$ cat src/hdl/lac_pkg.sv
// ----------------------------------------------------------------------------
// lac_pkg: shared definitions of the layer alpha compositor
// Field widths, checkerboard colors, register codes and the layer color bundle.
// ----------------------------------------------------------------------------
package lac_pkg;

  localparam int unsigned NUM_LAYERS      = 10;
  localparam int unsigned MAX_IMAGE_WIDTH = 4096;

  localparam int unsigned INDEX_W = 24;
  localparam int unsigned WIDTH_W = 13;
  localparam int unsigned COUNT_W = 4;
  localparam int unsigned COLOR_W = 32;
  localparam int unsigned RGB_W   = 24;

  // The index is divided by the width with a fixed number of quotient bits per stage.
  localparam int unsigned DIV_STAGES    = 8;
  localparam int unsigned DIV_STEP_BITS = INDEX_W / DIV_STAGES;

  localparam logic [RGB_W-1:0] BG_LIGHT_RGB = 24'hFFFFFF;
  localparam logic [RGB_W-1:0] BG_DARK_RGB  = 24'hDDDDDD;
  localparam logic [7:0]       BG_ALPHA     = 8'hFF;

  localparam logic [WIDTH_W-1:0]    IMAGE_WIDTH_RST  = 13'd32;
  localparam logic [COUNT_W-1:0]    LAYER_COUNT_RST  = 4'd1;
  localparam logic [NUM_LAYERS-1:0] VISIBLE_MASK_RST = 10'h3FF;

  typedef enum logic [1:0] {
    CFG_IMAGE_WIDTH  = 2'd0,
    CFG_LAYER_COUNT  = 2'd1,
    CFG_VISIBLE_MASK = 2'd2
  } cfg_reg_e;

  typedef logic [NUM_LAYERS-1:0][COLOR_W-1:0] layer_colors_t;

endpackage

$ cat src/hdl/lac_bg_divider.sv
// ----------------------------------------------------------------------------
// lac_bg_divider: checkerboard background
// Pipelined restoring division of the pixel index by the image width; the
// parity of quotient plus remainder selects the light or dark square.
// ----------------------------------------------------------------------------
module lac_bg_divider (
  input  logic                                 clk_i,
  input  logic                                 rst_ni,
  input  logic                                 adv_i,
  input  logic                                 valid_i,
  input  logic [lac_pkg::WIDTH_W-1:0]          width_i,
  input  logic [lac_pkg::INDEX_W-1:0]          index_i,
  input  lac_pkg::layer_colors_t               colors_i,
  output logic                                 valid_o,
  output logic [lac_pkg::RGB_W-1:0]            bg_rgb_o,
  output lac_pkg::layer_colors_t               colors_o
);

  localparam int unsigned Stages   = lac_pkg::DIV_STAGES;
  localparam int unsigned StepBits = lac_pkg::DIV_STEP_BITS;
  localparam int unsigned IdxW     = lac_pkg::INDEX_W;
  localparam int unsigned WidthW   = lac_pkg::WIDTH_W;
  localparam logic [WidthW-1:0] MaxWidth = WidthW'(lac_pkg::MAX_IMAGE_WIDTH);

  logic [WidthW-1:0]  width_eff;
  logic [Stages-1:0]  valid_q;
  logic [Stages-1:0]  qbit_q;
  logic [WidthW-1:0]  rem_q    [Stages];
  logic [IdxW-1:0]    idx_q    [Stages-1];
  lac_pkg::layer_colors_t colors_q [Stages];

  // A zero width acts as one, and widths above the maximum are clamped.
  always_comb begin
    if (width_i == '0) begin
      width_eff = WidthW'(1);
    end else if (width_i > MaxWidth) begin
      width_eff = MaxWidth;
    end else begin
      width_eff = width_i;
    end
  end

  // Returns the new remainder and the last quotient bit of a group of steps.
  function automatic logic [WidthW:0] div_steps(input logic [WidthW-1:0]   rem,
                                                input logic [StepBits-1:0] bits,
                                                input logic [WidthW-1:0]   w);
    logic [WidthW-1:0] r;
    logic [WidthW:0]   trial;
    logic              q;
    r = rem;
    q = 1'b0;
    for (int k = StepBits - 1; k >= 0; k--) begin
      trial = {r, bits[k]};
      if (trial >= {1'b0, w}) begin
        r = WidthW'(trial - {1'b0, w});
        q = 1'b1;
      end else begin
        r = trial[WidthW-1:0];
        q = 1'b0;
      end
    end
    return {r, q};
  endfunction

  for (genvar s = 0; s < Stages; s++) begin : g_stage
    logic [WidthW-1:0]      rem_in;
    logic [IdxW-1:0]        idx_in;
    logic                   valid_in;
    lac_pkg::layer_colors_t colors_in;
    logic [WidthW:0]        step_d;

    if (s == 0) begin : g_first
      assign rem_in    = '0;
      assign idx_in    = index_i;
      assign valid_in  = valid_i;
      assign colors_in = colors_i;
    end else begin : g_next
      assign rem_in    = rem_q[s-1];
      assign idx_in    = idx_q[s-1];
      assign valid_in  = valid_q[s-1];
      assign colors_in = colors_q[s-1];
    end

    assign step_d = div_steps(rem_in, idx_in[IdxW-1-s*StepBits -: StepBits], width_eff);

    always_ff @(posedge clk_i or negedge rst_ni) begin
      if (!rst_ni) begin
        valid_q[s] <= 1'b0;
      end else if (adv_i) begin
        valid_q[s] <= valid_in;
      end
    end

    always_ff @(posedge clk_i) begin
      if (adv_i) begin
        rem_q[s]    <= step_d[WidthW:1];
        qbit_q[s]   <= step_d[0];
        colors_q[s] <= colors_in;
      end
    end

    if (s < Stages - 1) begin : g_idx
      always_ff @(posedge clk_i) begin
        if (adv_i) begin
          idx_q[s] <= idx_in;
        end
      end
    end
  end

  // Row parity is the last quotient bit, column parity the remainder LSB.
  assign valid_o  = valid_q[Stages-1];
  assign bg_rgb_o = (qbit_q[Stages-1] ^ rem_q[Stages-1][0]) ? lac_pkg::BG_LIGHT_RGB
                                                            : lac_pkg::BG_DARK_RGB;
  assign colors_o = colors_q[Stages-1];

endmodule

$ cat config.mk
export PLATFORM = sky130hd
export DESIGN_NAME = lac_bg_divider
export DESIGN_NICKNAME = d
export VERILOG_FILES = /design/src/hdl/lac_pkg.sv /design/src/hdl/lac_bg_divider.sv
export SDC_FILE = /design/constraint.sdc
export NUM_CORES = 2
export LEC_CHECK = 0
export BUFFER_PORTS_ARGS = -buffer_cell sky130_fd_sc_hd__buf_2
export CAP_MARGIN = 20
export CORE_MARGIN = 2
export CORE_UTILIZATION = 55
export CTS_CLUSTER_SIZE = 30
export DETAILED_ROUTE_END_ITERATION = 16
export PLACE_DENSITY = 0.71
export SYNTH_ARGS = -nofsm -noshare
export SYNTH_HDL_FRONTEND = slang
export SYNTH_SLANG_ARGS = --single-unit
$ cat constraint.sdc
create_clock -name clk_i -period 11.55 [get_ports clk_i]
set_input_delay 2.31 -clock clk_i [delete_from_list [all_inputs] [get_ports clk_i]]
set_output_delay 2.31 -clock clk_i [all_outputs]
set_load 0.03 [all_outputs]
# Word level (Yosys, flattened, before mapping)
# Memories as Yosys holds them, arrays and structs flattened.
# Index checks and enable logic that the tools add are counted.
# word_totals
mem_count	3
in_bits	361
out_inout_bits	345
register_bits	9
ramBits	2832
# op_classes
reduce_logical	1
muxes	30
n_bitwise	1
addsub	24
order_cmp	25
# mem_list
name	words	word_bits	rd	rd_ports_with_merged_regs	write_ports	line	rtl
colors_q	8	320	8	0	8	lac_bg_divider.sv:30	lac_pkg::layer_colors_t colors_q [Stages];
idx_q	7	24	7	0	7	lac_bg_divider.sv:29	logic [IdxW-1:0] idx_q [Stages-1];
rem_q	8	13	8	0	8	lac_bg_divider.sv:28	logic [WidthW-1:0] rem_q [Stages];
# ops
cell	count
13-bit 2-to-1 mux	26
14-bit by 13-bit >= comparator with 1-bit output	23
13-bit subtractor	23
22-bit 2-to-1 mux	1
1-bit by 13-bit >= comparator with 1-bit output	1
13-bit greater-than comparator, second input constant	1
13-bit logical NOT	1
1-bit by 13-bit subtractor with 13-bit output	1
1-bit 2-to-1 mux	3
1-bit bitwise XOR	1

# Depth between registers and ports, before layout
# logic_depth
ltp_word	9
mapped_depth	39
mapped_depth_nobuf	36

# Least setup slack after synthesis
# Ideal clock, no wire load.
# synth_path
path_kind	input-to-reg
start	in width_i[2] (netlist name)
end	mem rem_q[0][43] (netlist name), data pin
setup_ps	260
cell_stages	38
t_required_ps	11290
setup_slack_ps	44
t_arrival_ps	11246
cell_sequence	or4_1 > nor2_1 > nand4_1 > a21oi_1 > ha_1 > inv_1 > fa_1 > a211oi_1 > o211ai_1 > a31oi_1 > nand2b_1 > a21oi_1 > clkbuf_1 > nor2_1 > a21oi_1 > inv_1 > ha_1 > a21o_1 > [... 2 more ...] > nand2b_1 > a41oi_1 > o31a_1 > clkbuf_1 > clkbuf_1 > nor2_1 > a21oi_1 > fa_1 > nor2b_1 > o21ai_0 > nand2b_1 > a21oi_1 > o21ai_0 > a2111oi_0 > o31ai_1 > a21oi_1 > buf_2 > mux2_2
# synth_lines
element	line	rtl
start, declared	lac_bg_divider.sv:11	input logic [lac_pkg::WIDTH_W-1:0] width_i,
end, declared	lac_bg_divider.sv:28	

==> out/metrics.cfg <==
[placement]
place_inst=8184
portBuffers=687
place_hpwl_mm=117
place.gp.congestion=0.878

[critical_path]
regToRegSetupSlack_ps=3370
crit_arrival_ps=11300
cp_common_cell=a21oi_1
required_ps=12140
regToRegStartpoint=idx_q[0][20]
path_class=input port to flip-flop
crit_slowest_cell=or4_1
max_stage_delay_ps=590
cp_max_fo=11
critPathLaunch=width_i[2]
startpoint_type=input port
endpoint_kind=flip-flop

[power]
peakVddDrop_uv=411
power_frac_seq=0.344
switching_share=0.342
intPower_uw=24500
p_per_area_nw_per_um2=324
clockPowerShare=0.235
p_switching_uw=12700
p_comb_frac=0.422
p_leak_uw=0.0419

[synthesis]
synthAdderAreaFrac=0.0416
ys_seq_area_frac=0.814
synthCells=5317
synthSimpleGateAreaFrac=0.0327
synth_top_area_share=0.812
ys_top_cells_by_area=edfxtp_1, ha_1, buf_4
synth_top_flop_cell=edfxtp_1
netlist_area_um2=101000
ys_types=73
synth_compound_area_frac=0.0447
avgSynthCellArea_um2=19.0
ys_seq_elements=2745
synthXorXnorAreaFrac=0.0185
yosys_warnings=0
synth_edf_count=2737
synth_top_area_cell=edfxtp_1
muxShareOfSynthArea=0.0163
synthArstFlopShare=0.00291
synth_top_family_by_area=compound AO/OA/AOI/OAI gates

[floorplanning]
row_count=157
die_w_um=433
initial_core_util=0.553
die_h_um=433
coreArea_um2=183000
io_pins=706
dieArea_um2=187000

[timing]
worst_slew_pin_slew_ps=1070
timing.fmax_mhz=93.4
min_period_ps=10710
period_share=0.927
rsz0062_at_grt=false
setup_viol=0
hold_viol=0
maxSlewViolCount=0
finalSetupTns_ps=0
worst_slew_margin_rel=0.288
skew_ps=53.5

[hold_path]
hold_path_class=flip-flop to flip-flop
min_from=colors_q[1][116]

[clocking]
h-tree-depth=5
holdBufCountCts=0
cts.path.max_buffers=4
cts_tree=built
post_cts_buffers=0
clkSlewWorstSetupHoldPaths_ps=60
cts-root-buf=clkbuf_16
cts_buffers=288
clk_latency_ps=920
cts_resized=0
clock-sinks=2745

[global_route]
grt_max_degree=190
grt_use_total=0.194
grt_pass1_vias=45827
antenna_found_initial=54
grt_pass1_wl_mm=272
overflow=0

[drt]
viasPerCell=5.30
vias=45985
drc_errors=0
wire_per_inst_um=21.2
ant_nets=0
drtIter0Drc=3582
drtPass1Iterations=5
wl_mm=184

[final_layout]
drive_above_1_share=0.207
stdcell_count=8677
area_delta_synth_final_pct=13.4
fin_nets=6695
nFillCells=12455

[job]
maxCapViolCount=0

[status]
outcome=completed

worst max-delay path, delay by kind of cell:
kind,cells,cell delay [ps]
buffers and inverters,7,1040
AOI/OAI and AO/OA,16,3590
and+or+nand+nor,9,2450
muxes,2,540
adders and majority gates,4,1360
cells by family after synthesis:
logic type	count (synthesis)
mux	154
compound gates	695
buf+inv	519
flops	2745
xor+xnor	214
other cells	1
simple gates	666
fa+ha+maj	323
synthesized netlist by cell type, types with 18 or more instances:
| library cell | instances |
|---|---|
| inv_1 | 131 |
| o21ai_0 | 157 |
| xor2_1 | 96 |
| buf_4 | 346 |
| fa_1 | 22 |
| a21oi_1 | 205 |
| clkbuf_1 | 33 |
| ha_1 | 301 |
| nor2b_1 | 54 |
| o22a_1 | 18 |
| a21o_1 | 58 |
| xnor2_1 | 118 |
| a211oi_1 | 22 |
| nand2b_1 | 54 |
| or3_1 | 24 |
| nand2_1 | 160 |
| nor3_1 | 68 |
| nor2_1 | 149 |
| o221ai_1 | 29 |
| mux2i_1 | 70 |
| or2_2 | 19 |
| nand4_1 | 51 |
| mux2_2 | 84 |
| o21a_1 | 46 |
| nand3_1 | 36 |
| edfxtp_1 | 2737 |
placed cells by master, fill, tap and decap left out, types with 52 or more instances in the layout:
cell type / instances
a21oi_1: 204
ha_1: 301
nor2b_1: 54
nor3_1: 68
mux2_2: 84
inv_1: 131
xnor2_1: 118
edfxtp_1: 2737
nor2_1: 149
nand2b_1: 54
buf_4: 70
xor2_1: 96
mux2i_1: 70
o21ai_0: 157
buf_2: 687
clkbuf_1: 52
a21o_1: 58
nand2_1: 159
clkbuf_16: 295
through the flow:
step / utilization / worst slack, ps / hold slack [ps] / area (um^2) / power (uW)
2_1_floorplan: - / 44.2 / 400 / 101000 / 24800
3_3_place_gp: 0.579 / 347 / 400 / 106000 / 27900
3_5_place_dp: 0.579 / 97.6 / 405 / 106000 / 28300
4_1_cts: 0.628 / 994 / 377 / 115000 / 37200
5_1_grt: 0.628 / 84.9 / 394 / 115000 / 39500
6_report: 0.628 / 839 / 372 / 115000 / 37100
area by class of cell:
type / instances / area (um^2) / area share
clock buffers: 348 / 7590 / 0.0661
flip-flops and latches: 2745 / 82400 / 0.718
multi-input cells: 2070 / 15600 / 0.136
inverters: 131 / 492 / 0.00428
diodes: 9 / 22.5 / 0.000196
repair buffers: 775 / 4330 / 0.0377
well taps: 2464 / 3080 / 0.0269
clock inverters: 135 / 1270 / 0.0110
power groups by stage:
stage,Sequential [uW],Clock (uW),Combinational [uW]
2_1_floorplan,12800,0,12000
3_3_place_gp,12900,0,15000
3_5_place_dp,13000,0,15400
4_1_cts,12800,8960,15500
5_1_grt,12800,9310,17400
6_report,12800,8710,15700
state kept, by name (all words and copies together) (netlist names):
name              flops
qbit_q                1
idx_q                84
colors_q           2560
g_stage.valid_in      7
valid_o               1
rem_q                92
final timing paths:
check,endpoint,depth (start not counted)
worst max-delay path,rem_q[1][0],38
min in group asynchronous,g_stage[4].valid_in,1
worst min-delay path,colors_q[1][436],0
max in group asynchronous,g_stage[5].valid_in,1
worst max register to register,rem_q[0][14],31
worst min register to register,colors_q[1][436],0
per-layer routing:
metal,GRT usage,routed length (um),part of all wire
met5,0,86,0.00047
met3,0.0400,9030,0.049
met4,0.0865,8180,0.044
met1,0.227,68800,0.37
met2,0.345,97700,0.53
(Power assumes the default switching activity.)
