===== src/hdl/lac_pkg.sv =====
// ----------------------------------------------------------------------------
// lac_pkg: shared definitions of the layer alpha compositor
// Field widths, checkerboard colors, register codes and the layer color bundle.
// ----------------------------------------------------------------------------
package lac_pkg;

  localparam int unsigned NUM_LAYERS      = 10;
  localparam int unsigned MAX_IMAGE_WIDTH = 4096;

  localparam int unsigned INDEX_W = 24;
  localparam int unsigned WIDTH_W = 13;
  localparam int unsigned COUNT_W = 4;
  localparam int unsigned COLOR_W = 32;
  localparam int unsigned RGB_W   = 24;

  // The index is divided by the width with a fixed number of quotient bits per stage.
  localparam int unsigned DIV_STAGES    = 8;
  localparam int unsigned DIV_STEP_BITS = INDEX_W / DIV_STAGES;

  localparam logic [RGB_W-1:0] BG_LIGHT_RGB = 24'hFFFFFF;
  localparam logic [RGB_W-1:0] BG_DARK_RGB  = 24'hDDDDDD;
  localparam logic [7:0]       BG_ALPHA     = 8'hFF;

  localparam logic [WIDTH_W-1:0]    IMAGE_WIDTH_RST  = 13'd32;
  localparam logic [COUNT_W-1:0]    LAYER_COUNT_RST  = 4'd1;
  localparam logic [NUM_LAYERS-1:0] VISIBLE_MASK_RST = 10'h3FF;

  typedef enum logic [1:0] {
    CFG_IMAGE_WIDTH  = 2'd0,
    CFG_LAYER_COUNT  = 2'd1,
    CFG_VISIBLE_MASK = 2'd2
  } cfg_reg_e;

  typedef logic [NUM_LAYERS-1:0][COLOR_W-1:0] layer_colors_t;

endpackage


===== src/hdl/lac_layer_blend.sv =====
// ----------------------------------------------------------------------------
// lac_layer_blend: source-over blend of one layer
// First stage forms the alpha-weighted products, second stage sums them and
// divides by 255 exactly, or passes the destination through when the layer is disabled.
// ----------------------------------------------------------------------------
module lac_layer_blend (
  input  logic                          clk_i,
  input  logic                          rst_ni,
  input  logic                          adv_i,
  input  logic                          en_i,
  input  logic                          valid_i,
  input  logic [lac_pkg::RGB_W-1:0]     dst_i,
  input  logic [lac_pkg::COLOR_W-1:0]   src_i,
  input  lac_pkg::layer_colors_t        colors_i,
  output logic                          valid_o,
  output logic [lac_pkg::RGB_W-1:0]     dst_o,
  output lac_pkg::layer_colors_t        colors_o
);

  localparam int unsigned RgbW = lac_pkg::RGB_W;

  logic [7:0]             alpha;
  logic [7:0]             alpha_inv;
  logic [15:0]            prod_src_d [3];
  logic [15:0]            prod_dst_d [3];
  logic [15:0]            prod_src_q [3];
  logic [15:0]            prod_dst_q [3];
  logic [RgbW-1:0]        dst_a_q;
  lac_pkg::layer_colors_t colors_a_q;
  logic                   valid_a_q;
  logic [RgbW-1:0]        rgb_b_d;
  logic [RgbW-1:0]        rgb_b_q;
  lac_pkg::layer_colors_t colors_b_q;
  logic                   valid_b_q;

  assign alpha     = src_i[7:0];
  assign alpha_inv = 8'hFF - alpha;

  always_comb begin
    for (int c = 0; c < 3; c++) begin
      prod_src_d[c] = {8'd0, alpha} * {8'd0, src_i[31-8*c -: 8]};
      prod_dst_d[c] = {8'd0, alpha_inv} * {8'd0, dst_i[23-8*c -: 8]};
    end
  end

  // The sum is at most 255*255, where (x + 1 + x/256) / 256 equals x / 255.
  always_comb begin
    logic [15:0] sum;
    logic [15:0] quo;
    for (int c = 0; c < 3; c++) begin
      sum = prod_src_q[c] + prod_dst_q[c];
      quo = 16'(sum + 16'd1 + {8'd0, sum[15:8]});
      rgb_b_d[23-8*c -: 8] = en_i ? quo[15:8] : dst_a_q[23-8*c -: 8];
    end
  end

  always_ff @(posedge clk_i or negedge rst_ni) begin
    if (!rst_ni) begin
      valid_a_q <= 1'b0;
      valid_b_q <= 1'b0;
    end else if (adv_i) begin
      valid_a_q <= valid_i;
      valid_b_q <= valid_a_q;
    end
  end

  always_ff @(posedge clk_i) begin
    if (adv_i) begin
      prod_src_q <= prod_src_d;
      prod_dst_q <= prod_dst_d;
      dst_a_q    <= dst_i;
      colors_a_q <= colors_i;
      rgb_b_q    <= rgb_b_d;
      colors_b_q <= colors_a_q;
    end
  end

  assign valid_o  = valid_b_q;
  assign dst_o    = rgb_b_q;
  assign colors_o = colors_b_q;

endmodule


===== config.mk =====
export PLATFORM = sky130hd
export DESIGN_NAME = lac_layer_blend
export DESIGN_NICKNAME = d
export VERILOG_FILES = /design/src/hdl/lac_pkg.sv /design/src/hdl/lac_layer_blend.sv
export SDC_FILE = /design/constraint.sdc
export NUM_CORES = 1
export LEC_CHECK = 0
export BUFFER_PORTS_ARGS = -buffer_cell sky130_fd_sc_hd__buf_2
export CAP_MARGIN = 20
export CELL_PAD_IN_SITES_DETAIL_PLACEMENT = 1
export CELL_PAD_IN_SITES_GLOBAL_PLACEMENT = 1
export CORE_UTILIZATION = 42
export DETAILED_ROUTE_END_ITERATION = 8
export PLACE_DENSITY_LB_ADDON = 0.1
export SLEW_MARGIN = 20
export SYNTH_ARGS = -nofsm -noshare
export SYNTH_HDL_FRONTEND = slang
export SYNTH_SLANG_ARGS = --single-unit

===== constraint.sdc =====
create_clock -name clk_i -period 4.27 [get_ports clk_i]
set_input_delay 0.427 -clock clk_i [delete_from_list [all_inputs] [get_ports clk_i]]
set_output_delay 0.427 -clock clk_i [all_outputs]
set_load 0.02 [all_outputs]

== Word level (Yosys, flattened, before mapping) ==
Index checks and enable logic that the tools add are counted.

* Add/subtract/negate cells: 10
* $mul: 6
* Muxes and demuxes: 3

{| class="wikitable"
|+ Operators with widths
! operator !! number
|-
| multiplier 8 x 8 -> 16 bit || 6
|-
| adder 16 x 1 -> 16 bit (second input constant) || 3
|-
| adder 16 bit || 3
|-
| adder 16 x 8 -> 16 bit || 3
|-
| 2-to-1 mux 8 bit || 3
|-
| subtractor 8 bit (first input constant) || 1
|}

* Flip-flop bits (word level): 786
* Input port bits: 381

== Depth between registers and ports, before layout ==
Gate-level depths: netlist (run 1).

* Word-level depth: 4
* Mapped depth: 20

== Worst setup path after synthesis (run 1) ==
No wires, ideal clock.

* Path kind: input-to-reg
* Start: input port src_i[5] (netlist name)
* End: register prod_src_q[47] (netlist name) (data pin)
* Setup time: 0.260 ns
* Arrival: 4.654 ns
* Required time: 4.010 ns
* Slack: -0.644 ns
* Cell stages on the path: 18
* Path buffers: 2
* Cell sequence: clkbuf_1 clkbuf_1 nand2_1 fa_1 fa_1 inv_1 fa_1 inv_1 fa_1 inv_1 ha_1 a21boi_1 o21ai_0 nand2b_1 a21o_1 a41o_1 o41a_1 xnor2_1

{| class="wikitable"
|+ RTL lines
! element !! line !! source
|-
| start: declaration || lac_layer_blend.sv:13 || <nowiki>input logic [lac_pkg::COLOR_W-1:0] src_i,</nowiki>
|-
| end signal: assignment || lac_layer_blend.sv:69 || <nowiki>prod_src_q <= prod_src_d;</nowiki>
|-
| end: declaration || lac_layer_blend.sv:26 || <nowiki>logic [15:0] prod_src_q [3];</nowiki>
|}

== Final worst setup path (run 1) ==
* Start: register prod_src_q[33] (netlist name)
* End: register rgb_b_q[23] (netlist: dst_o[23]) (data pin)

* Word-level cells in the longest chain between the ends: 4

{| class="wikitable"
|+ RTL lines
! element !! line !! source
|-
| adder 16 bit (*) || lac_layer_blend.sv:51 || <nowiki>sum = prod_src_q[c] + prod_dst_q[c];</nowiki>
|-
| adder 16 x 1 -> 16 bit || lac_layer_blend.sv:52 || <nowiki>quo = 16'(sum + 16'd1 + {8'd0, sum[15:8]});</nowiki>
|-
| adder 16 x 8 -> 16 bit (*) || lac_layer_blend.sv:52 ||
|-
| 2-to-1 mux 8 bit (*) || lac_layer_blend.sv:53 || <nowiki>rgb_b_d[23-8*c -: 8] = en_i ? quo[15:8] : dst_a_q[23-8*c -: 8];</nowiki>
|-
| named net rgb_b_d[23] || lac_layer_blend.sv:31 || <nowiki>logic [RgbW-1:0] rgb_b_d;</nowiki>
|-
| end signal: assignment || lac_layer_blend.sv:73 || <nowiki>rgb_b_q <= rgb_b_d;</nowiki>
|-
| end: declaration || lac_layer_blend.sv:32 || <nowiki>logic [RgbW-1:0] rgb_b_q;</nowiki>
|}

Mark *: on every way through the listed nets, which the timed path passes. The rest lies on a longest branch.
A chain may end at the register's enable or synchronous reset.

==> flow_metrics.env, run 1 <==
export IMPL_whs_ps=129
export IMPL_clk_pin_slew_worst_paths_ps=60
export IMPL_die_w_um=310
export IMPL_synthTopCellsByCount="edfxtp_1, inv_1, ha_1"
export IMPL_max_cap_viol_count=0
export IMPL_setup_viol=8
export IMPL_reg2reg_depth=18
export IMPL_synth_seq_cells=786
export IMPL_vias_per_cell=4.93
export IMPL_syn_area_per_cell_um2=14.4
export IMPL_ant_nets=0
export IMPL_p_total_uw=34800
export IMPL_design_area_um2=53800
export IMPL_seqPwrFrac=0.297
export IMPL_worstPathRequired_ps=4660
export IMPL_power_internal_uw=21700
export IMPL_hold_class="input port to asynchronous set/reset pin"
export IMPL_finalSetupTns_ps=-853
export IMPL_hpwl_mm=88.1
export IMPL_path_class="flop to flop"
export IMPL_fin_skew_ps=30.9
export IMPL_synth_edf_count=784
export IMPL_start_util=0.425
export IMPL_post_synth_main_area_contributors="edfxtp_1, fa_1, ha_1"
export IMPL_nets=5030
export IMPL_clkPwrFrac=0.208
export IMPL_report_final_hold_viol_count=0
export IMPL_period_minus_slack_ps=4420
export IMPL_synthCells=2768
export IMPL_grt_use_total=0.257
export IMPL_ys_async_sr_fraction=0.00254
export IMPL_leakage_uw=0.0233
export IMPL_syn_area_um2=39800
export IMPL_grt_max_degree=107
export IMPL_place_congestion=0.851
export IMPL_end_kind="flop"
export IMPL_reg2reg_from="prod_src_q[33]"
export IMPL_synthesis_nets=3647
export IMPL_use_met1=0.295
export IMPL_drtIter0Drc=1505
export IMPL_area_growth_syn_to_layout_pct=35.1
export IMPL_clock_path_buffers=3
export IMPL_regToRegSetupSlack_ps=-150
export IMPL_slew_headroom=0.376
export IMPL_cts_sinks=786
export IMPL_combPwrFrac=0.495
export IMPL_synth_distinct_cells=81
export IMPL_grt_pass1_vias=30009
export IMPL_layout_setup_ws_ps=-149
export IMPL_grt_pass1_wl_mm=185
export IMPL_cts_tree="done"
export IMPL_status="complete, but fails checks"
export IMPL_vias=27061
export IMPL_cts_buffers=84
export IMPL_pin_count=726
export IMPL_cts_htree_levels=3
export IMPL_dpl_cell_area_um2=47400
export IMPL_gr_total_overflow=0
export IMPL_clk_latency_ps=650
export IMPL_dr_pass1_iters=5
export IMPL_vdd_drop_max_v=0.000697
export IMPL_fmaxAchievable_mhz=226
export IMPL_r2r_end="dst_o[23]"
export IMPL_yosysSeqAreaShare=0.592
export IMPL_drc=0
export IMPL_switching_share=0.377
export IMPL_ys_warn_count=0
export IMPL_yosysTopAreaCell="edfxtp_1"
export IMPL_switching_power_uw=13100
export IMPL_critPathLaunchType="flop"
export IMPL_grt_util_met3=0.0431
export IMPL_io_buffer_count=725
export IMPL_synth_top_area_frac=0.591
export IMPL_core_um2=93600
export IMPL_synth_flop_cell="edfxtp_1"
export IMPL_antenna_found_initial=24
export IMPL_wire_per_inst_um=23.0
export IMPL_busiest_layer="met2"
export IMPL_root_buffer="clkbuf_16"
export IMPL_rsz0062_at_grt="yes"
export IMPL_num_rows=112
export IMPL_finalCritPeriodShare=1.03
export IMPL_critPathMaxFanout=7
export IMPL_grtUsageMet2=0.481
export IMPL_drive_gt1_frac=0.301
export IMPL_drv_slew=0
export IMPL_tightest_slew_ps=935
export IMPL_fp_dieArea_um2=96000
export IMPL_die_h_um=310
export IMPL_worstPathArrival_ps=4810
export IMPL_p_per_area_nw_per_um2=646
export IMPL_violations="setup timing"
export IMPL_drt_wl_total_mm=126
export IMPL_yosysMostFrequentCell="edfxtp_1"
per-layer routing:
metal / vias to the layer above / wire length [um]
met3: 169 / 5770
met2: 641 / 68700
met5: - / 68
li1: 12397 / -
met4: 10 / 3310
met1: 13844 / 48500
cells in the final DEF (no fill, tap or decap), drive strengths merged, types with 25 or more instances in the layout:
cell type    netlist  final
a21oi             83     83
and2             161    161
buf                6   1027
clkbuf            46    105
clkinv             0     28
dlygate4sd3        0    322
edfxtp           784    784
fa               219    219
ha               279    279
inv              360    369
nand2             90     90
nand2b            62     62
nand3             25     25
nor2              99     99
nor2b            163    163
nor3              27     27
o21ai             41     41
xnor2             87     87
xor2              27     27
state kept, by name, indices dropped and copies added, names as in the netlist:
| name | count |
|---|---|
| prod_dst_q | 48 |
| colors_a_q | 320 |
| dst_a_q | 24 |
| prod_src_q | 48 |
| valid_a_q | 1 |
| dst_o | 24 |
| valid_o | 1 |
| colors_o | 320 |
cell type report:
type	instances	area (um^2)
Tap cell	1254	1570
Sequential cell	786	23600
Antenna cell	22	55.1
Fill cell	9520	39800
Timing Repair Buffer	1349	9350
Multi-Input combinational cell	1570	15300
Clock buffer	105	2200
Inverter	360	1350
Clock inverter	43	434
through the flow:
stage	instances	worst slack, ps	util
global placement	4983	-570	0.506
detailed placement	4983	-702	0.506
global route	5488	-338	0.575
finish	5489	-149	0.575
CTS	5459	-67.1	0.572
floorplan	2768	-189	-
worst max path at each step:
stage / cells past startpoint / slack, ps / start / end
floorplan: 18 / -190 / src_i[3] / prod_src_q[47]
global placement: 18 / -570 / src_i[3] / prod_dst_q[47]
detailed placement: 18 / -700 / src_i[1] / prod_dst_q[13]
CTS: 18 / -70 / prod_src_q[38] / dst_o[23]
global route: 21 / -340 / prod_dst_q[32] / dst_o[22]
finish: 18 / -150 / prod_src_q[33] / dst_o[23]
critical path, cell delays in order (launching register included):
cell and delay [ps]:
edfxtp_1 400, ha_1 320, a211o_1 340, a211o_1 330, a221oi_2 250, buf_4 190
o21a_1 110, o21ai_1 80, a21oi_2 190, xnor2_2 190, ha_1 320, o21a_2 170
o2111ai_4 270, nor4_4 70, a211oi_4 260, buf_6 180, nor3_4 60, xor2_1 160
mux2_4 260
kinds of logic after synthesis:
family / count (synthesis) / synth area share
flip-flops: 786 / 0.592
AND/OR/NAND/NOR: 677 / 0.0951
adder cells (fa/ha/maj): 500 / 0.198
buffers and inverters: 412 / 0.0392
AO/OA/AOI/OAI: 271 / 0.0474
XOR/XNOR: 114 / 0.0253
multiplexers: 8 / 0.00229
power groups by stage:
stage	Sequential, uW	Combinational (uW)	Clock (uW)
4_1_cts	10300	16300	7200
2_1_floorplan	10700	8850	0
3_3_place_gp	10400	14400	0
5_1_grt	10400	18800	7590
3_5_place_dp	10400	15000	0
6_report	10300	17200	7220
what timing repair did:
| item | in CTS | in global routing |
|---|---|---|
| setup buffers | 6 | 8 |
| resized for setup | 42 | 52 |
| hold buffers | 322 | 0 |
| setup endpoints to repair | 17 | 37 |
| pin swaps | 11 | 16 |
| cloned | 0 | 0 |
| endpoints found under the hold margin | 323 | 0 |
Note: power is estimated with default switching activity, not from simulation.
==> run 2: changes to the inputs <==
- BUFFER_PORTS_ARGS: -buffer_cell sky130_fd_sc_hd__buf_2 -> unset
- CORE_UTILIZATION: 42 -> 45
- DONT_BUFFER_PORTS: unset -> 1
==> flow_metrics.env, run 2 (synthesis gave the netlist of run 1 again) <==
export IMPL_status="complete, but fails checks"
export IMPL_violations="setup timing"
export IMPL_p_per_area_nw_per_um2=686
export IMPL_drt_wl_total_mm=114
export IMPL_hold_path_cell_count=1
export IMPL_drv_slew=0
export IMPL_io_buffer_count=0
export IMPL_fillCellCount=8341
export IMPL_period_minus_slack_ps=4520
export IMPL_area_growth_syn_to_layout_pct=23.0
export IMPL_pin_count=726
export IMPL_gr_total_overflow=0
export IMPL_die_h_um=299
export IMPL_reg2reg_from="prod_dst_q[39]"
export IMPL_cts_buffers=82
export IMPL_fin_skew_ps=36.5
export IMPL_grt_max_degree=781
export IMPL_max_cap_viol_count=0
export IMPL_r2r_end="dst_o[20]"
export IMPL_cts_sinks=786
export IMPL_place_congestion=0.866
export IMPL_clk_pin_slew_worst_paths_ps=70
export IMPL_core_um2=87200
export IMPL_fmaxAchievable_mhz=221
export IMPL_wire_per_inst_um=25.4
export IMPL_holdCritStartpoint="en_i"
export IMPL_antenna_found_initial=13
export IMPL_cts_htree_levels=3
export IMPL_critPathLaunchType="flop"
export IMPL_num_rows=108
export IMPL_layout_cells_most_common="edfxtp_1"
export IMPL_grt_use_total=0.252
export IMPL_drc=0
export IMPL_clock_path_buffers=3
export IMPL_root_buffer="clkbuf_16"
export IMPL_start_util=0.457
export IMPL_layout_setup_ws_ps=-251
export IMPL_grt_pass1_vias=25646
export IMPL_report_final_hold_viol_count=0
export IMPL_worstPathRequired_ps=4660
export IMPL_regToRegSetupSlack_ps=-250
export IMPL_clk_latency_ps=640
export IMPL_critPathMaxFanout=5
export IMPL_dp_cells=3974
export IMPL_min_to="dst_o[23]"
export IMPL_drive_gt1_frac=0.107
export IMPL_vias=23372
export IMPL_tightest_slew_ps=1250
export IMPL_stdcell_count=4503
export IMPL_drtIter0Drc=1373
export IMPL_die_w_um=299
export IMPL_finalCritPeriodShare=1.06
export IMPL_end_kind="flop"
export IMPL_ant_nets=0
export IMPL_rsz0062_at_grt="yes"
export IMPL_vias_per_cell=5.19
export IMPL_fp_dieArea_um2=89700
export IMPL_nets=4151
export IMPL_dr_pass1_iters=6
export IMPL_grt_pass1_wl_mm=166
export IMPL_vdd_drop_max_v=0.000556
export IMPL_mostFrequentLayoutCells="edfxtp_1, inv_1, dlygate4sd3_1"
export IMPL_whs_ps=37.6
export IMPL_hpwl_mm=73.8
export IMPL_leakage_uw=0.0197
export IMPL_worstPathArrival_ps=4910
export IMPL_setup_viol=8
export IMPL_path_class="flop to flop"
export IMPL_reg2reg_depth=20
export IMPL_slew_headroom=0.165
export IMPL_cts_tree="done"
export IMPL_hold_class="input port to flop"
[run 2: timing repair]
item                                    CTS  global route
pin swaps                                 7            22
buffers inserted                          7             5
hold endpoints to repair                378           113
endpoints found under the setup margin    9            21
gates resized for setup                  20            34
hold buffers                            353             1
[run 2: worst max-delay path by stage]
stage / start / to / slack [ps] / cells past startpoint
6_report: prod_dst_q[39] / dst_o[20] / -250 / 20
5_1_grt: prod_dst_q[33] / dst_o[20] / -400 / 19
3_3_place_gp: dst_i[12] / prod_dst_q[31] / -260 / 16
4_1_cts: prod_dst_q[33] / dst_o[23] / -30 / 17
2_1_floorplan: src_i[3] / prod_src_q[47] / -190 / 18
3_5_place_dp: dst_i[12] / prod_dst_q[31] / -240 / 16
[run 2: per-stage QoR]
step                power [uW]   util  setup slack (ps)  instance area (um^2)  TNS (ps)
floorplan                19500      -              -189                 40200      -679
global placement         23600  0.482              -258                 42000     -1360
detailed placement       24100  0.482              -242                 42000     -2370
CTS                      32500  0.558             -26.2                 48600     -43.1
global route             35500  0.562              -405                 49000     -2990
finish                   33600  0.562              -251                 49000     -1630
[run 2: layout make-up]
type,count,area [um^2],share of cell area
diodes,9,22.5,0.000460
clock buffers,94,2100,0.0428
clock inverters,57,773,0.0158
inverters,360,1350,0.0276
multi-input cells,1570,15200,0.310
flip-flops and latches,786,23600,0.482
well taps,1155,1450,0.0295
repair buffers,472,4520,0.0923
[run 2: worst max-delay path, stage by stage, from the launching register on]
cell       delay, ps
edfxtp_1         370
ha_1             330
buf_4            170
nand3_1          130
nand2_2          100
o31ai_4          300
a21oi_2          130
or4b_1           460
and3_1           200
inv_2            100
ha_1             240
o21a_1           120
o21a_1           220
o2111ai_2        230
buf_4            170
nor4_4            40
a211oi_4         400
buf_6            180
nor3_4            40
mux2i_1          200
a21oi_1          120
[run 2: routing by layer]
layer | vias up | global-route usage | share of wire
li1 | 10630 | - | -
met1 | 11880 | 0.288 | 0.38
met2 | 680 | 0.452 | 0.52
met3 | 178 | 0.0652 | 0.066
met4 | 4 | 0.0903 | 0.035
met5 | - | 0 | 0.00024
[run 2: report_power, final]
group	switching [uW]	internal, uW
sequential	912	9930
combinational	8170	6780
clock	3280	4510
