[config.mk]
export PLATFORM = sky130hd
export DESIGN_NAME = lac_out_buffer
export DESIGN_NICKNAME = d
export VERILOG_FILES = /design/src/hdl/lac_pkg.sv /design/src/hdl/lac_out_buffer.sv
export SDC_FILE = /design/constraint.sdc
export NUM_CORES = 1
export LEC_CHECK = 0
export ABC_CLOCK_PERIOD_IN_PS = 3500
export BUFFER_PORTS_ARGS = -buffer_cell sky130_fd_sc_hd__buf_2
export CAP_MARGIN = 40
export CORE_MARGIN = 3
export CORE_UTILIZATION = 46
export DETAILED_ROUTE_END_ITERATION = 10
export GPL_TIMING_DRIVEN = 0
export PLACE_DENSITY = 0.81
export SETUP_SLACK_MARGIN = 0.15
export SYNTH_ARGS = -nofsm -noshare
export SYNTH_HDL_FRONTEND = slang
export SYNTH_SLANG_ARGS = --single-unit
[constraint.sdc]
create_clock -name clk_i -period 3.5 [get_ports clk_i]
set_input_delay 0.35 -clock clk_i [delete_from_list [all_inputs] [get_ports clk_i]]
set_output_delay 0.35 -clock clk_i [all_outputs]
set_load 0.01 [all_outputs]
[src/hdl/lac_pkg.sv]
// ----------------------------------------------------------------------------
// lac_pkg: shared definitions of the layer alpha compositor
// Field widths, checkerboard colors, register codes and the layer color bundle.
// ----------------------------------------------------------------------------
package lac_pkg;

  localparam int unsigned NUM_LAYERS      = 10;
  localparam int unsigned MAX_IMAGE_WIDTH = 4096;

  localparam int unsigned INDEX_W = 24;
  localparam int unsigned WIDTH_W = 13;
  localparam int unsigned COUNT_W = 4;
  localparam int unsigned COLOR_W = 32;
  localparam int unsigned RGB_W   = 24;

  // The index is divided by the width with a fixed number of quotient bits per stage.
  localparam int unsigned DIV_STAGES    = 8;
  localparam int unsigned DIV_STEP_BITS = INDEX_W / DIV_STAGES;

  localparam logic [RGB_W-1:0] BG_LIGHT_RGB = 24'hFFFFFF;
  localparam logic [RGB_W-1:0] BG_DARK_RGB  = 24'hDDDDDD;
  localparam logic [7:0]       BG_ALPHA     = 8'hFF;

  localparam logic [WIDTH_W-1:0]    IMAGE_WIDTH_RST  = 13'd32;
  localparam logic [COUNT_W-1:0]    LAYER_COUNT_RST  = 4'd1;
  localparam logic [NUM_LAYERS-1:0] VISIBLE_MASK_RST = 10'h3FF;

  typedef enum logic [1:0] {
    CFG_IMAGE_WIDTH  = 2'd0,
    CFG_LAYER_COUNT  = 2'd1,
    CFG_VISIBLE_MASK = 2'd2
  } cfg_reg_e;

  typedef logic [NUM_LAYERS-1:0][COLOR_W-1:0] layer_colors_t;

endpackage

[src/hdl/lac_out_buffer.sv]
// ----------------------------------------------------------------------------
// lac_out_buffer: output register with skid stage
// Holds the result for the downstream transfer; the skid entry catches the
// one result still in flight when the consumer stalls.
// ----------------------------------------------------------------------------
module lac_out_buffer (
  input  logic                          clk_i,
  input  logic                          rst_ni,
  input  logic                          valid_i,
  input  logic [lac_pkg::COLOR_W-1:0]   data_i,
  output logic                          ready_o,
  output logic                          valid_o,
  input  logic                          ready_i,
  output logic [lac_pkg::COLOR_W-1:0]   data_o
);

  localparam int unsigned ColorW = lac_pkg::COLOR_W;

  logic              out_valid_q;
  logic              skid_valid_q;
  logic [ColorW-1:0] out_q;
  logic [ColorW-1:0] skid_q;
  logic              push;
  logic              pop;

  assign ready_o = !skid_valid_q;
  assign push    = valid_i && !skid_valid_q;
  assign pop     = out_valid_q && ready_i;

  always_ff @(posedge clk_i or negedge rst_ni) begin
    if (!rst_ni) begin
      out_valid_q  <= 1'b0;
      skid_valid_q <= 1'b0;
    end else if (skid_valid_q) begin
      if (pop) begin
        skid_valid_q <= 1'b0;
      end
    end else if (push) begin
      if (out_valid_q && !pop) begin
        skid_valid_q <= 1'b1;
      end else begin
        out_valid_q <= 1'b1;
      end
    end else if (pop) begin
      out_valid_q <= 1'b0;
    end
  end

  always_ff @(posedge clk_i) begin
    if (skid_valid_q) begin
      if (pop) begin
        out_q <= skid_q;
      end
    end else if (push) begin
      if (out_valid_q && !pop) begin
        skid_q <= data_i;
      end else begin
        out_q <= data_i;
      end
    end
  end

  assign valid_o = out_valid_q;
  assign data_o  = out_q;

endmodule

After elaboration in Yosys (flattened, before gate mapping)
Cells that the tools add are included.
{ "word_totals": {"input_bits": 36, "latch_bits": 0, "romBits": 0, "mem_bits_rw": 0, "n_memories": 0, "ff_bits": 66} }
{ "op_classes": {"order_cmp": 0, "n_reduce_logical": 10, "shifts": 0, "div": 0, "add_sub_neg": 0, "n_eq_ne": 3, "muxes": 11, "mul": 0, "bitwise": 1} }
{ "ops": {"columns": ["cell", "n"], "rows": [
  ["$mux W32", 4],
  ["$reduce_and A3 Y1", 3],
  ["$mux W1", 7],
  ["$ne A2 B2 Y1 const B", 2],
  ["$reduce_bool A2 Y1", 2],
  ["$logic_and A1 B1 Y1", 3],
  ["$logic_not A1 Y1", 2],
  ["$ne A2 B1 Y1 const B", 1],
  ["$not A1 Y1", 1]
]} }

Depth between registers and ports, before layout
Gate-level depths: netlist (run 1).
{ "depth": {"depth_word": 6, "depth_mapped": 4, "mapped_depth_nobuf": 2} }

Worst setup path before layout (run 1)
No wires, ideal clock.
{ "synth_timing": {"kind": "reg-to-reg", "startpoint": "register skid_valid_q", "endpoint": "register skid_q[0] (enable)", "setup_ns": 0.461, "arrival_ns": 2.874, "path_buffers": 1, "stages_incl_launch_ff": 4, "path_slack_ns": 0.165, "path_cell_list": "dfrtp_1 buf_6 nand2b_1 nor3_1"} }
{ "synth_between": {"elab_chain_cells": 3, "elab_cells_between_ends": 4, "cone_classes": "bitwise: 1; reduce/logical: 3"} }
{ "synth_rtl": {"columns": ["element", "line_no", "rtl"], "rows": [
  ["start: declaration", "lac_out_buffer.sv:20", "logic skid_valid_q;"],
  ["start signal: assignment", "lac_out_buffer.sv:33", "skid_valid_q <= 1'b0;"],
  ["start signal: assignment", "lac_out_buffer.sv:36", "skid_valid_q <= 1'b0;"],
  ["start signal: assignment", "lac_out_buffer.sv:40", "skid_valid_q <= 1'b1;"],
  ["$logic_not A1 Y1", "lac_out_buffer.sv:27", "assign push = valid_i && !skid_valid_q;"],
  ["$logic_and A1 B1 Y1", "lac_out_buffer.sv:27", null],
  ["$reduce_and A3 Y1 (no line) *", null, null],
  ["end signal: assignment", "lac_out_buffer.sv:56", "skid_q <= data_i;"],
  ["end: declaration", "lac_out_buffer.sv:22", "logic [ColorW-1:0] skid_q;"]
]} }
Every way passes the cells marked *; elsewhere a longest branch is shown, timed or not.
A chain may end at the register's enable or synchronous reset.

Worst setup path in the final report (run 1)
{ "layout_timing": {"startpoint": "register skid_valid_q", "endpoint": "register skid_q[11] (enable)"} }
The elaborated chain is that of the path after synthesis.

==> results.sh, run 1 <==
export IMPL_nets=233
export IMPL_grt_pass1_wl_um=6161
export IMPL_status="finished clean"
export IMPL_path_class="register to register"
export IMPL_fp_row_count=26
export IMPL_syn_nets=148
export IMPL_fin_util=0.6151
export IMPL_required_ns=3.52
export IMPL_detail_route_antenna_nets=0
export IMPL_postSynthCellCount=112
export IMPL_drt_iter0_markers=36
export IMPL_die_w_um=80.49
export IMPL_grt_antenna_before_repair=0
export IMPL_power_per_cell_area_nw_per_um2=798.1
export IMPL_cts_resized_gates=0
export IMPL_crit_family="buffers and inverters"
export IMPL_clock_power_share=0.197
export IMPL_hold_ws_ns=0.2128
export IMPL_clockBufferDepth=2
export IMPL_p_sw_uw=722.9
export IMPL_ff_latch_area_um2=1972
export IMPL_fp_coreArea_um2=5238
export IMPL_clockRootBuffer="clkbuf_8"
export IMPL_insertion_delay_ns=0.32
export IMPL_hold_viol=0
export IMPL_drive_above_1_share=0.6089
export IMPL_port_buffers=69
export IMPL_fillers=376
export IMPL_post_drt_wl_per_cell_um=14.92
export IMPL_drt_vias_per_instance=4.654
export IMPL_syn_area_per_cell_um2=22.79
export IMPL_slew_headroom=0.7243
export IMPL_hold_path_class="input pin to register"
export IMPL_async_reset_ff_frac=0.03030
export IMPL_netlist_top_cells_count="edfxtp_1 (64), mux2_4 (27), mux2_2 (5)"
export IMPL_firstDrtPassIters=4
export IMPL_vdd_ir_drop_max_mv=0.6392
export IMPL_setup_viol=0
export IMPL_synth_edff_count=64
export IMPL_synth_most_common_cell="edfxtp_1"
export IMPL_diodes=0
export IMPL_routed_wl_um=4057
export IMPL_cts_sinks=66
export IMPL_crit_chain="buf_6 > nand2b_1 > nor3_2 > buf_4 > buf_4"
export IMPL_post_cts_repair_setup_buffers=0
export IMPL_cp_arrival_ns=1.74
export IMPL_yosysSeqAreaShare=0.7725
export IMPL_finClkSkew_ns=0.007204
export IMPL_worstMarginPinSlew_ns=0.4122
export IMPL_start_util=0.4873
export IMPL_drv_slew=0
export IMPL_finalSetupTns_ns=0
export IMPL_pin_count=70
export IMPL_swShare=0.2811
export IMPL_synth_top_area_share=0.7529
export IMPL_crit_path_start_kind="register"
export IMPL_fin_crit_sh=0.4899
export IMPL_maxCapViolations=0
export IMPL_rsz0062_at_grt="false"
export IMPL_place_congestion=0.6673
export IMPL_ys_types=15
export IMPL_grt_max_degree=24
export IMPL_cp_max_fo=12
export IMPL_synth_top_cell_by_area="edfxtp_1"
export IMPL_crit_top_cell="buf_4"
export IMPL_pwr_share_seq=0.467
export IMPL_min_period_ns=1.715
export IMPL_synth_area_leaders="edfxtp_1 (75%), mux2_4 (16%), mux2_2 (2.2%)"
export IMPL_dieArea_um2=6479
export IMPL_ys_dominant_reg_cell="edfxtp_1"
export IMPL_cp_end_kind="register"
export IMPL_pwr_share_comb=0.336
export IMPL_crit_path_top_delay_cell="dfrtp_1"
export IMPL_critPathBufInv=3
export IMPL_first_global_vias=1290
export IMPL_areaGrowthSynthToFinish_pct=26.23
export IMPL_die_height_um=80.49
export IMPL_gr_total_overflow=0
export IMPL_ys_seq_elements=66
export IMPL_leakage_nw=1.301
export IMPL_internal_power_mw=1.848
export IMPL_route_detailed_drc=0
export IMPL_path_clk_slew_ns=0.07
export IMPL_multi_input_area_um2=529.3
export IMPL_dpl_hpwl_um=2894
export IMPL_syn_area_um2=2552
export IMPL_cts_tree="built"
export IMPL_cts_inserted_buffers=9
export IMPL_power_mw=2.571
export IMPL_clock_fmax_ghz=0.5832
export IMPL_grtUsageTotal=0.1344
export IMPL_cts_max_level=3
export IMPL_yosysWarnings=0
export IMPL_slowest_delay_ns=0.38
export IMPL_vias=1266
-- sequential cells by signal, indices dropped and copies added, names as in the netlist --
signal        flops
valid_o           1
skid_valid_q      1
data_o           32
skid_q           32
-- per-layer routing --
| metal | GRT usage | share of wire | vias up |
|---|---|---|---|
| li1 | - | - | 610 |
| met3 | 0.06054 | 0.078 | 2 |
| met2 | 0.2202 | 0.50 | 49 |
| met4 | 0.05574 | 0.0025 | 0 |
| met1 | 0.1523 | 0.41 | 605 |
| met5 | 0 | 0 | - |
-- kinds of logic after synthesis --
| logic type | Yosys count | synth area share |
|---|---|---|
| DFF | 66 | 0.7725 |
| muxes | 32 | 0.1809 |
| buffers and inverters | 6 | 0.02892 |
| AOI/OAI and AO/OA | 4 | 0.009313 |
| and+or+nand+nor | 4 | 0.008333 |
-- worst register-to-register path, delay by kind of cell (launching register included) --
family	cells	cell delay (ns)
buf+inv	3	0.62
simple gates	2	0.41
flops	1	0.38
-- final cells by class --
class	count	area share
sequential	66	0.6120
multi-input combinational	40	0.1643
timing repair buffer	74	0.1258
clock buffer	12	0.04194
tap	70	0.02718
buffer	4	0.02058
clock inverter	4	0.005825
inverter	2	0.002330
-- power groups by stage --
stage | logic [mW] | clock network [mW] | registers, mW
2_1_floorplan | 0.474 | 0 | 1.31
3_3_place_gp | 0.790 | 0 | 1.23
3_5_place_dp | 0.872 | 0 | 1.22
4_1_cts | 0.874 | 0.525 | 1.20
5_1_grt | 0.929 | 0.559 | 1.22
6_report | 0.864 | 0.507 | 1.20
-- through the flow --
stage | setup WS (ns) | instances | area, um2
after floorplan | 0.1648 | 112 | 2552
after global placement | -0.8520 | 251 | 2985
after detailed placement | 1.376 | 254 | 3050
after CTS | 1.379 | 271 | 3214
after global routing | 1.722 | 272 | 3222
final | 1.785 | 272 | 3222
-- cells in the final DEF (no fill, tap or decap) --
cell            n
buf_8           1
clkbuf_1        3
buf_12          2
nor2b_1         1
clkinv_1        1
mux2_4         27
edfxtp_1       64
dfrtp_1         2
buf_2          69
buf_4           3
dlygate4sd3_1   1
buf_16          1
mux2_2          5
buf_6           1
nand2_1         1
clkbuf_8        9
nor3_2          1
clkinv_2        3
nand2b_1        1
inv_1           2
a21oi_1         2
a2bb2oi_4       1
o21ai_0         1
-- what timing repair did --
item / CTS / global route
setup endpoints to repair: 0 / 0
hold buffers: 1 / 0
endpoints found under the hold margin: 2 / 0
-- worst paths after layout --
path	from	to	slack, ns	cells after the start
min reg2reg	valid_o	skid_valid_q	0.52	1
max in group asynchronous	rst_ni	valid_o	3.06	2
max reg2reg	skid_valid_q	skid_q[11]	1.79	5
min	data_i[25]	skid_q[25]	0.21	1
max	skid_valid_q	skid_q[11]	1.79	5
min in group asynchronous	rst_ni	skid_valid_q	0.34	2
No activity file was read; power rests on OpenSTA's default activity.
==> run 2, diff against run 1 <==
Settings changed: ABC_AREA set to 1, ABC_CLOCK_PERIOD_IN_PS 3500 to 1450.
Clock period 3.5 ns to 1.45 ns, I/O delays scaled along.
==> run 2 against run 1 <==
Non-clock buffer count is 20 higher. Routed wire length is 27% higher. Worst hold slack got worse by 0.19 ns. Power grew to 2.7 times the previous value. Die area fell by 0.50%. Critical endpoint is now data_o[25]. Largest cell class unchanged. Largest power group unchanged.
==> results.sh, run 2 <==
export IMPL_diodes=0
export IMPL_fp_row_count=26
export IMPL_synth_most_common_cell="nand2_1"
export IMPL_areaGrowthSynthToFinish_pct=36.32
export IMPL_grt_antenna_before_repair=0
export IMPL_drv_slew=0
export IMPL_drt_iter0_markers=72
export IMPL_min_delay_start="data_i[25]"
export IMPL_final_common_cell="nand2_1"
export IMPL_path_clk_slew_ns=0.07
export IMPL_crit_path_top_delay_cell="dfrtp_1"
export IMPL_netlist_top_cells_count="nand2_1 (84), edfxtp_1 (64), nand2_2 (19)"
export IMPL_power_per_cell_area_nw_per_um2=1969
export IMPL_grt_pass1_wl_um=8217
export IMPL_ys_seq_elements=66
export IMPL_grtUsageTotal=0.1759
export IMPL_place_congestion=0.6728
export IMPL_gr_total_overflow=0
export IMPL_cts_tree="built"
export IMPL_ys_dominant_reg_cell="edfxtp_1"
export IMPL_synth_area_leaders="edfxtp_1 (76%), nand2_1 (12%), nand2_2 (4.7%)"
export IMPL_clock_power_share=0.206
export IMPL_setup_viol=0
export IMPL_clockRootBuffer="clkbuf_8"
export IMPL_post_drt_wl_per_cell_um=14.17
export IMPL_r2r_start="skid_valid_q"
export IMPL_cts_sinks=66
export IMPL_pwr_share_seq=0.427
export IMPL_whs_path_depth=1
export IMPL_fin_ws_ns=0.07247
export IMPL_firstDrtPassIters=4
export IMPL_insertion_delay_ns=0.32
export IMPL_synth_top_cell_by_area="edfxtp_1"
export IMPL_fin_crit_sh=0.9500
export IMPL_min_period_ns=1.378
export IMPL_crit_chain="buf_6 > inv_8 > nand2_4 > a21oi_4 > buf_6 > buf_16"
export IMPL_rr_endpoint="data_o[25]"
export IMPL_crit_path_start_kind="register"
export IMPL_yosysWarnings=0
export IMPL_cp_max_fo=10
export IMPL_vdd_ir_drop_max_mv=1.260
export IMPL_rsz0062_at_grt="true"
export IMPL_mostFrequentLayoutCells="nand2_1 (81), buf_2 (68), edfxtp_1 (64)"
export IMPL_hold_viol=0
export IMPL_internal_power_mw=4.717
export IMPL_clockBufferDepth=2
export IMPL_finClkSkew_ns=0.002932
export IMPL_min_to="skid_q[25]"
export IMPL_synth_edff_count=64
export IMPL_place_ws_ns=-0.2655
export IMPL_p_sw_mw=2.098
export IMPL_route_detailed_drc=0
export IMPL_swShare=0.3078
export IMPL_cts_max_level=3
export IMPL_clock_fmax_ghz=0.7259
export IMPL_pin_count=70
export IMPL_async_reset_ff_frac=0.03030
export IMPL_cts_inserted_buffers=9
export IMPL_syn_area_um2=2539
export IMPL_syn_area_per_cell_um2=13.72
export IMPL_die_height_um=80.29
export IMPL_yosysSeqAreaShare=0.7767
export IMPL_status="finished clean"
export IMPL_maxCapViolations=0
export IMPL_drt_vias_per_instance=4.545
export IMPL_ys_types=12
export IMPL_first_global_vias=1655
export IMPL_slowest_delay_ns=0.38
export IMPL_detail_route_antenna_nets=0
export IMPL_grt_max_degree=17
export IMPL_rr_worst_depth=6
export IMPL_synth_top_area_share=0.7570
export IMPL_crit_top_cell="buf_6"
export IMPL_ff2ff_setup_slack_ns=0.07
export IMPL_leakage_nw=1.502
export IMPL_required_ns=1.49
export IMPL_start_util=0.4847
export IMPL_port_buffers=69
export IMPL_finalSetupTns_ns=0
export IMPL_cp_arrival_ns=1.41
export IMPL_vias=1650
export IMPL_syn_nets=221
export IMPL_hold_path_class="input pin to register"
export IMPL_cp_end_kind="register"
export IMPL_path_class="register to register"
export IMPL_pwr_share_comb=0.368
export IMPL_routed_wl_um=5145
export IMPL_dieArea_um2=6446
export IMPL_worstMarginPinSlew_ns=0.1943
export IMPL_postSynthCellCount=185
export IMPL_drive_above_1_share=0.4539
export IMPL_die_w_um=80.29
export IMPL_power_mw=6.815
export IMPL_nets=324
export IMPL_dpl_hpwl_um=3224
export IMPL_slew_headroom=0.8702
export IMPL_fp_coreArea_um2=5238
-- run 2: cell count changes after synthesis, sizes merged --
| cell | delta |
|---|---|
| mux2 | -32 |
| nand3 | +1 |
| a2bb2oi | -1 |
| nand2 | +102 |
| a21oi | -1 |
| o21ai | -1 |
| buf | +3 |
| inv | +3 |
| nor2 | +2 |
| nor2b | -1 |
| nor3 | -1 |
| nand2b | -1 |
-- run 2: repair_timing --
item | in CTS | in global routing
gates resized for setup | 10 | 0
hold buffers | 1 | 3
hold endpoints to repair | 2 | 3
pin swaps | 1 | 0
buffers inserted | 10 | 6
setup endpoints to repair | 65 | 65
cloned | 2 | 0
-- run 2: final cells by class --
class	count	area (um2)
sequential	66	1973
fill	431	1777
timing repair buffer	91	614.3
multi-input combinational	107	483.0
clock buffer	11	131.4
buffer	7	88.84
tap	70	87.58
clock inverter	5	45.04
inverter	5	30.03
timing repair inverter	1	7.507
-- run 2: stage by stage --
stage          area [um2]  utilization  hold WS [ns]  instances
6_report             3461       0.6608       0.01947        363
5_1_grt              3461       0.6608     0.0008223        363
4_1_cts              3386       0.6464      0.005459        354
3_5_place_dp         3033       0.5791      -0.06843        325
3_3_place_gp         3005       0.5738      -0.06694        324
2_1_floorplan        2572            -       -0.1506        185
-- run 2: how the worst max path moves through the flow --
stage,to,cells after the start,slack (ns),from
after floorplan,data_o[0],4,-0.16,skid_valid_q
after global placement,data_o[9],4,-0.42,skid_valid_q
after detailed placement,skid_q[9],4,-0.27,skid_valid_q
after CTS,data_o[29],6,0.1,skid_valid_q
after global routing,data_o[29],6,0.05,skid_valid_q
final,data_o[25],6,0.07,skid_valid_q
-- run 2: logic make-up (layout without fill, tap and decap cells) --
group,count (synthesis),count (layout),share of synthesized area
flops,66,66,0.7767
compound gates,1,1,0.001970
buf+inv,12,120,0.04534
simple gates,106,106,0.1759
-- run 2: power by group through the flow --
| stage | clock network (mW) | registers [mW] | logic (mW) |
|---|---|---|---|
| 6_report | 1.40 | 2.91 | 2.51 |
| 5_1_grt | 1.54 | 2.95 | 2.74 |
| 4_1_cts | 1.43 | 2.92 | 2.40 |
| 3_5_place_dp | 0 | 2.96 | 2.00 |
| 3_3_place_gp | 0 | 2.94 | 1.87 |
| 2_1_floorplan | 0 | 3.14 | 1.07 |
-- run 2: metal layers --
metal / up-vias / part of all wire / global-route usage / wire length (um)
met3: 4 / 0.044 / 0.03475 / 225
met1: 780 / 0.41 / 0.2149 / 2093
met2: 44 / 0.54 / 0.3022 / 2765
met5: - / 0 / 0 / 0
li1: 822 / - / - / -
met4: 0 / 0.012 / 0.07601 / 62
-- run 2: critical path, delay by kind of cell, from the launching register on --
family	cells	cell delay (ns)
flops	1	0.38
simple gates	1	0.05
compound gates	1	0.19
buf+inv	4	0.48
==> run 3, diff against run 2 <==
Settings changed: REMOVE_ABC_BUFFERS set to 1.
==> run 3 against run 2 <==
The run now ends with setup timing left. Count of clock-buffer cells in the layout fell by 1. Setup slack got worse by 0.14 ns. Sequential share of layout area fell by 1.8 points. Combinational power up 3%. Fmax down 9.5%. Critical path depth stayed put. Non-clock buffer count grew 5. Utilization grew 2.3 points. Critical endpoint is now data_o[27]. Highest routed layer unchanged.
==> results.sh, run 3 (synthesis results as in run 2) <==
export IMPL_worstMarginPinSlew_ns=0.2332
export IMPL_start_util=0.4847
export IMPL_routed_wl_um=5363
export IMPL_crit_chain="buf_16 > inv_16 > nand2_4 > a21oi_4 > buf_12 > clkbuf_16"
export IMPL_vias=1701
export IMPL_vdd_ir_drop_max_mv=1.196
export IMPL_dieArea_um2=6446
export IMPL_hold_path_class="input pin to register"
export IMPL_setup_viol=58
export IMPL_clockRootBuffer="clkbuf_8"
export IMPL_path_class="register to register"
export IMPL_port_buffers=69
export IMPL_power_per_cell_area_nw_per_um2=1929
export IMPL_required_ns=1.50
export IMPL_cts_sinks=66
export IMPL_detail_route_antenna_nets=0
export IMPL_place_area_um2=2969
export IMPL_firstDrtPassIters=4
export IMPL_fp_row_count=26
export IMPL_grt_antenna_before_repair=0
export IMPL_power_mw=6.908
export IMPL_finClkSkew_ns=0.008686
export IMPL_clockBufferDepth=2
export IMPL_diodes=0
export IMPL_drv_slew=0
export IMPL_cp_max_fo=7
export IMPL_route_detailed_drc=0
export IMPL_cts_max_level=3
export IMPL_fp_coreArea_um2=5238
export IMPL_nets=329
export IMPL_cts_inserted_buffers=9
export IMPL_cts_tree="built"
export IMPL_areaGrowthSynthToFinish_pct=41.05
export IMPL_dp_cells=320
export IMPL_clock_fmax_ghz=0.6571
export IMPL_gr_total_overflow=0
export IMPL_violations="setup timing"
export IMPL_place_congestion=0.6478
export IMPL_grtUsageTotal=0.1749
export IMPL_fin_crit_sh=1.050
export IMPL_drt_vias_per_instance=4.635
export IMPL_status="complete, but fails checks"
export IMPL_rsz0062_at_grt="true"
export IMPL_final_common_cell="nand2_1"
export IMPL_min_period_ns=1.522
export IMPL_slowest_delay_ns=0.50
export IMPL_leakage_nw=1.552
export IMPL_slew_headroom=0.8442
export IMPL_fin_ws_ns=-0.07192
export IMPL_insertion_delay_ns=0.33
export IMPL_drive_above_1_share=0.4512
export IMPL_fin_area_um2=3581
export IMPL_cp_arrival_ns=1.57
export IMPL_hold_viol=0
export IMPL_drt_iter0_markers=126
export IMPL_crit_path_start_kind="register"
export IMPL_cp_end_kind="register"
export IMPL_first_global_vias=1762
export IMPL_crit_path_top_delay_cell="dfrtp_4"
export IMPL_path_clk_slew_ns=0.07
export IMPL_crit_family="buffers and inverters"
export IMPL_die_w_um=80.29
export IMPL_die_height_um=80.29
export IMPL_dpl_hpwl_um=2989
export IMPL_critPathBufInv=4
export IMPL_fillers=379
export IMPL_place_ws_ns=-0.8056
export IMPL_grt_max_degree=19
export IMPL_maxCapViolations=0
export IMPL_final_cells=367
export IMPL_pin_count=70
export IMPL_mostFrequentLayoutCells="nand2_1 (81), buf_2 (68), edfxtp_1 (64)"
export IMPL_grt_pass1_wl_um=8107
export IMPL_post_drt_wl_per_cell_um=14.61
## run 3: changes by cell type in the layout (fill, tap and decap cells not counted), sizes merged
| cell | previous run | this run |
|---|---|---|
| dlygate4sd3 | 4 | 9 |
| buf | 94 | 92 |
| clkbuf | 11 | 12 |
| clkinv | 4 | 5 |
| clkinvlp | 2 | 1 |
## run 3: routing by layer
layer / GRT usage / wire [um] / up-vias / share of wire
met4: 0.09797 / 90 / 0 / 0.017
met5: 0 / 0 / - / 0
met3: 0.04709 / 319 / 9 / 0.059
li1: - / - / 836 / -
met1: 0.2102 / 2247 / 789 / 0.42
met2: 0.2839 / 2706 / 67 / 0.50
## run 3: power by group
part	internal, mW	switching, mW	leakage (nW)
clock	0.765	0.636	0.0886
sequential	2.79	0.140	0.622
combinational	1.16	1.42	0.842
## run 3: area by class of cell
cell class	instances	area (um2)	area share
clock buffers	10	127.6	0.03564
clock inverters	5	46.29	0.01293
inverters	5	38.79	0.01083
multi-input cells	107	485.5	0.1356
flip-flops and latches	66	1976	0.5517
well taps	70	87.58	0.02446
repair buffers	103	803.3	0.2243
repair inverters	1	16.27	0.004542
## run 3: worst paths after layout
path	from	endpoint	slack [ns]	cells past startpoint
worst min-delay path	data_i[20]	skid_q[20]	0.02	1
worst min register to register	skid_q[8]	data_o[8]	0.52	2
max in group asynchronous	rst_ni	skid_valid_q	1.19	2
min in group asynchronous	rst_ni	valid_o	0.14	2
worst max register to register	skid_valid_q	data_o[27]	-0.07	6
worst max-delay path	skid_valid_q	data_o[27]	-0.07	6
## run 3: stage by stage
stage | TNS (ns) | hold slack [ns] | util
after CTS | -2.133 | 0.0006730 | 0.6570
after floorplan | -74.29 | -0.1506 | -
final | -2.564 | 0.01641 | 0.6837
after global placement | -143.48 | -0.06700 | 0.5504
after detailed placement | -51.55 | -0.06046 | 0.5669
after global routing | -4.414 | 0.0007084 | 0.6837
## run 3: what timing repair did
| action | 4_1_cts | 5_1_grt |
|---|---|---|
| endpoints found under the setup margin | 99 | 83 |
| cloned | 3 | 3 |
| hold buffers | 6 | 3 |
| resized for setup | 13 | 12 |
| buffers inserted | 16 | 1 |
| hold endpoints to repair | 7 | 3 |
| pin swaps | 1 | 2 |
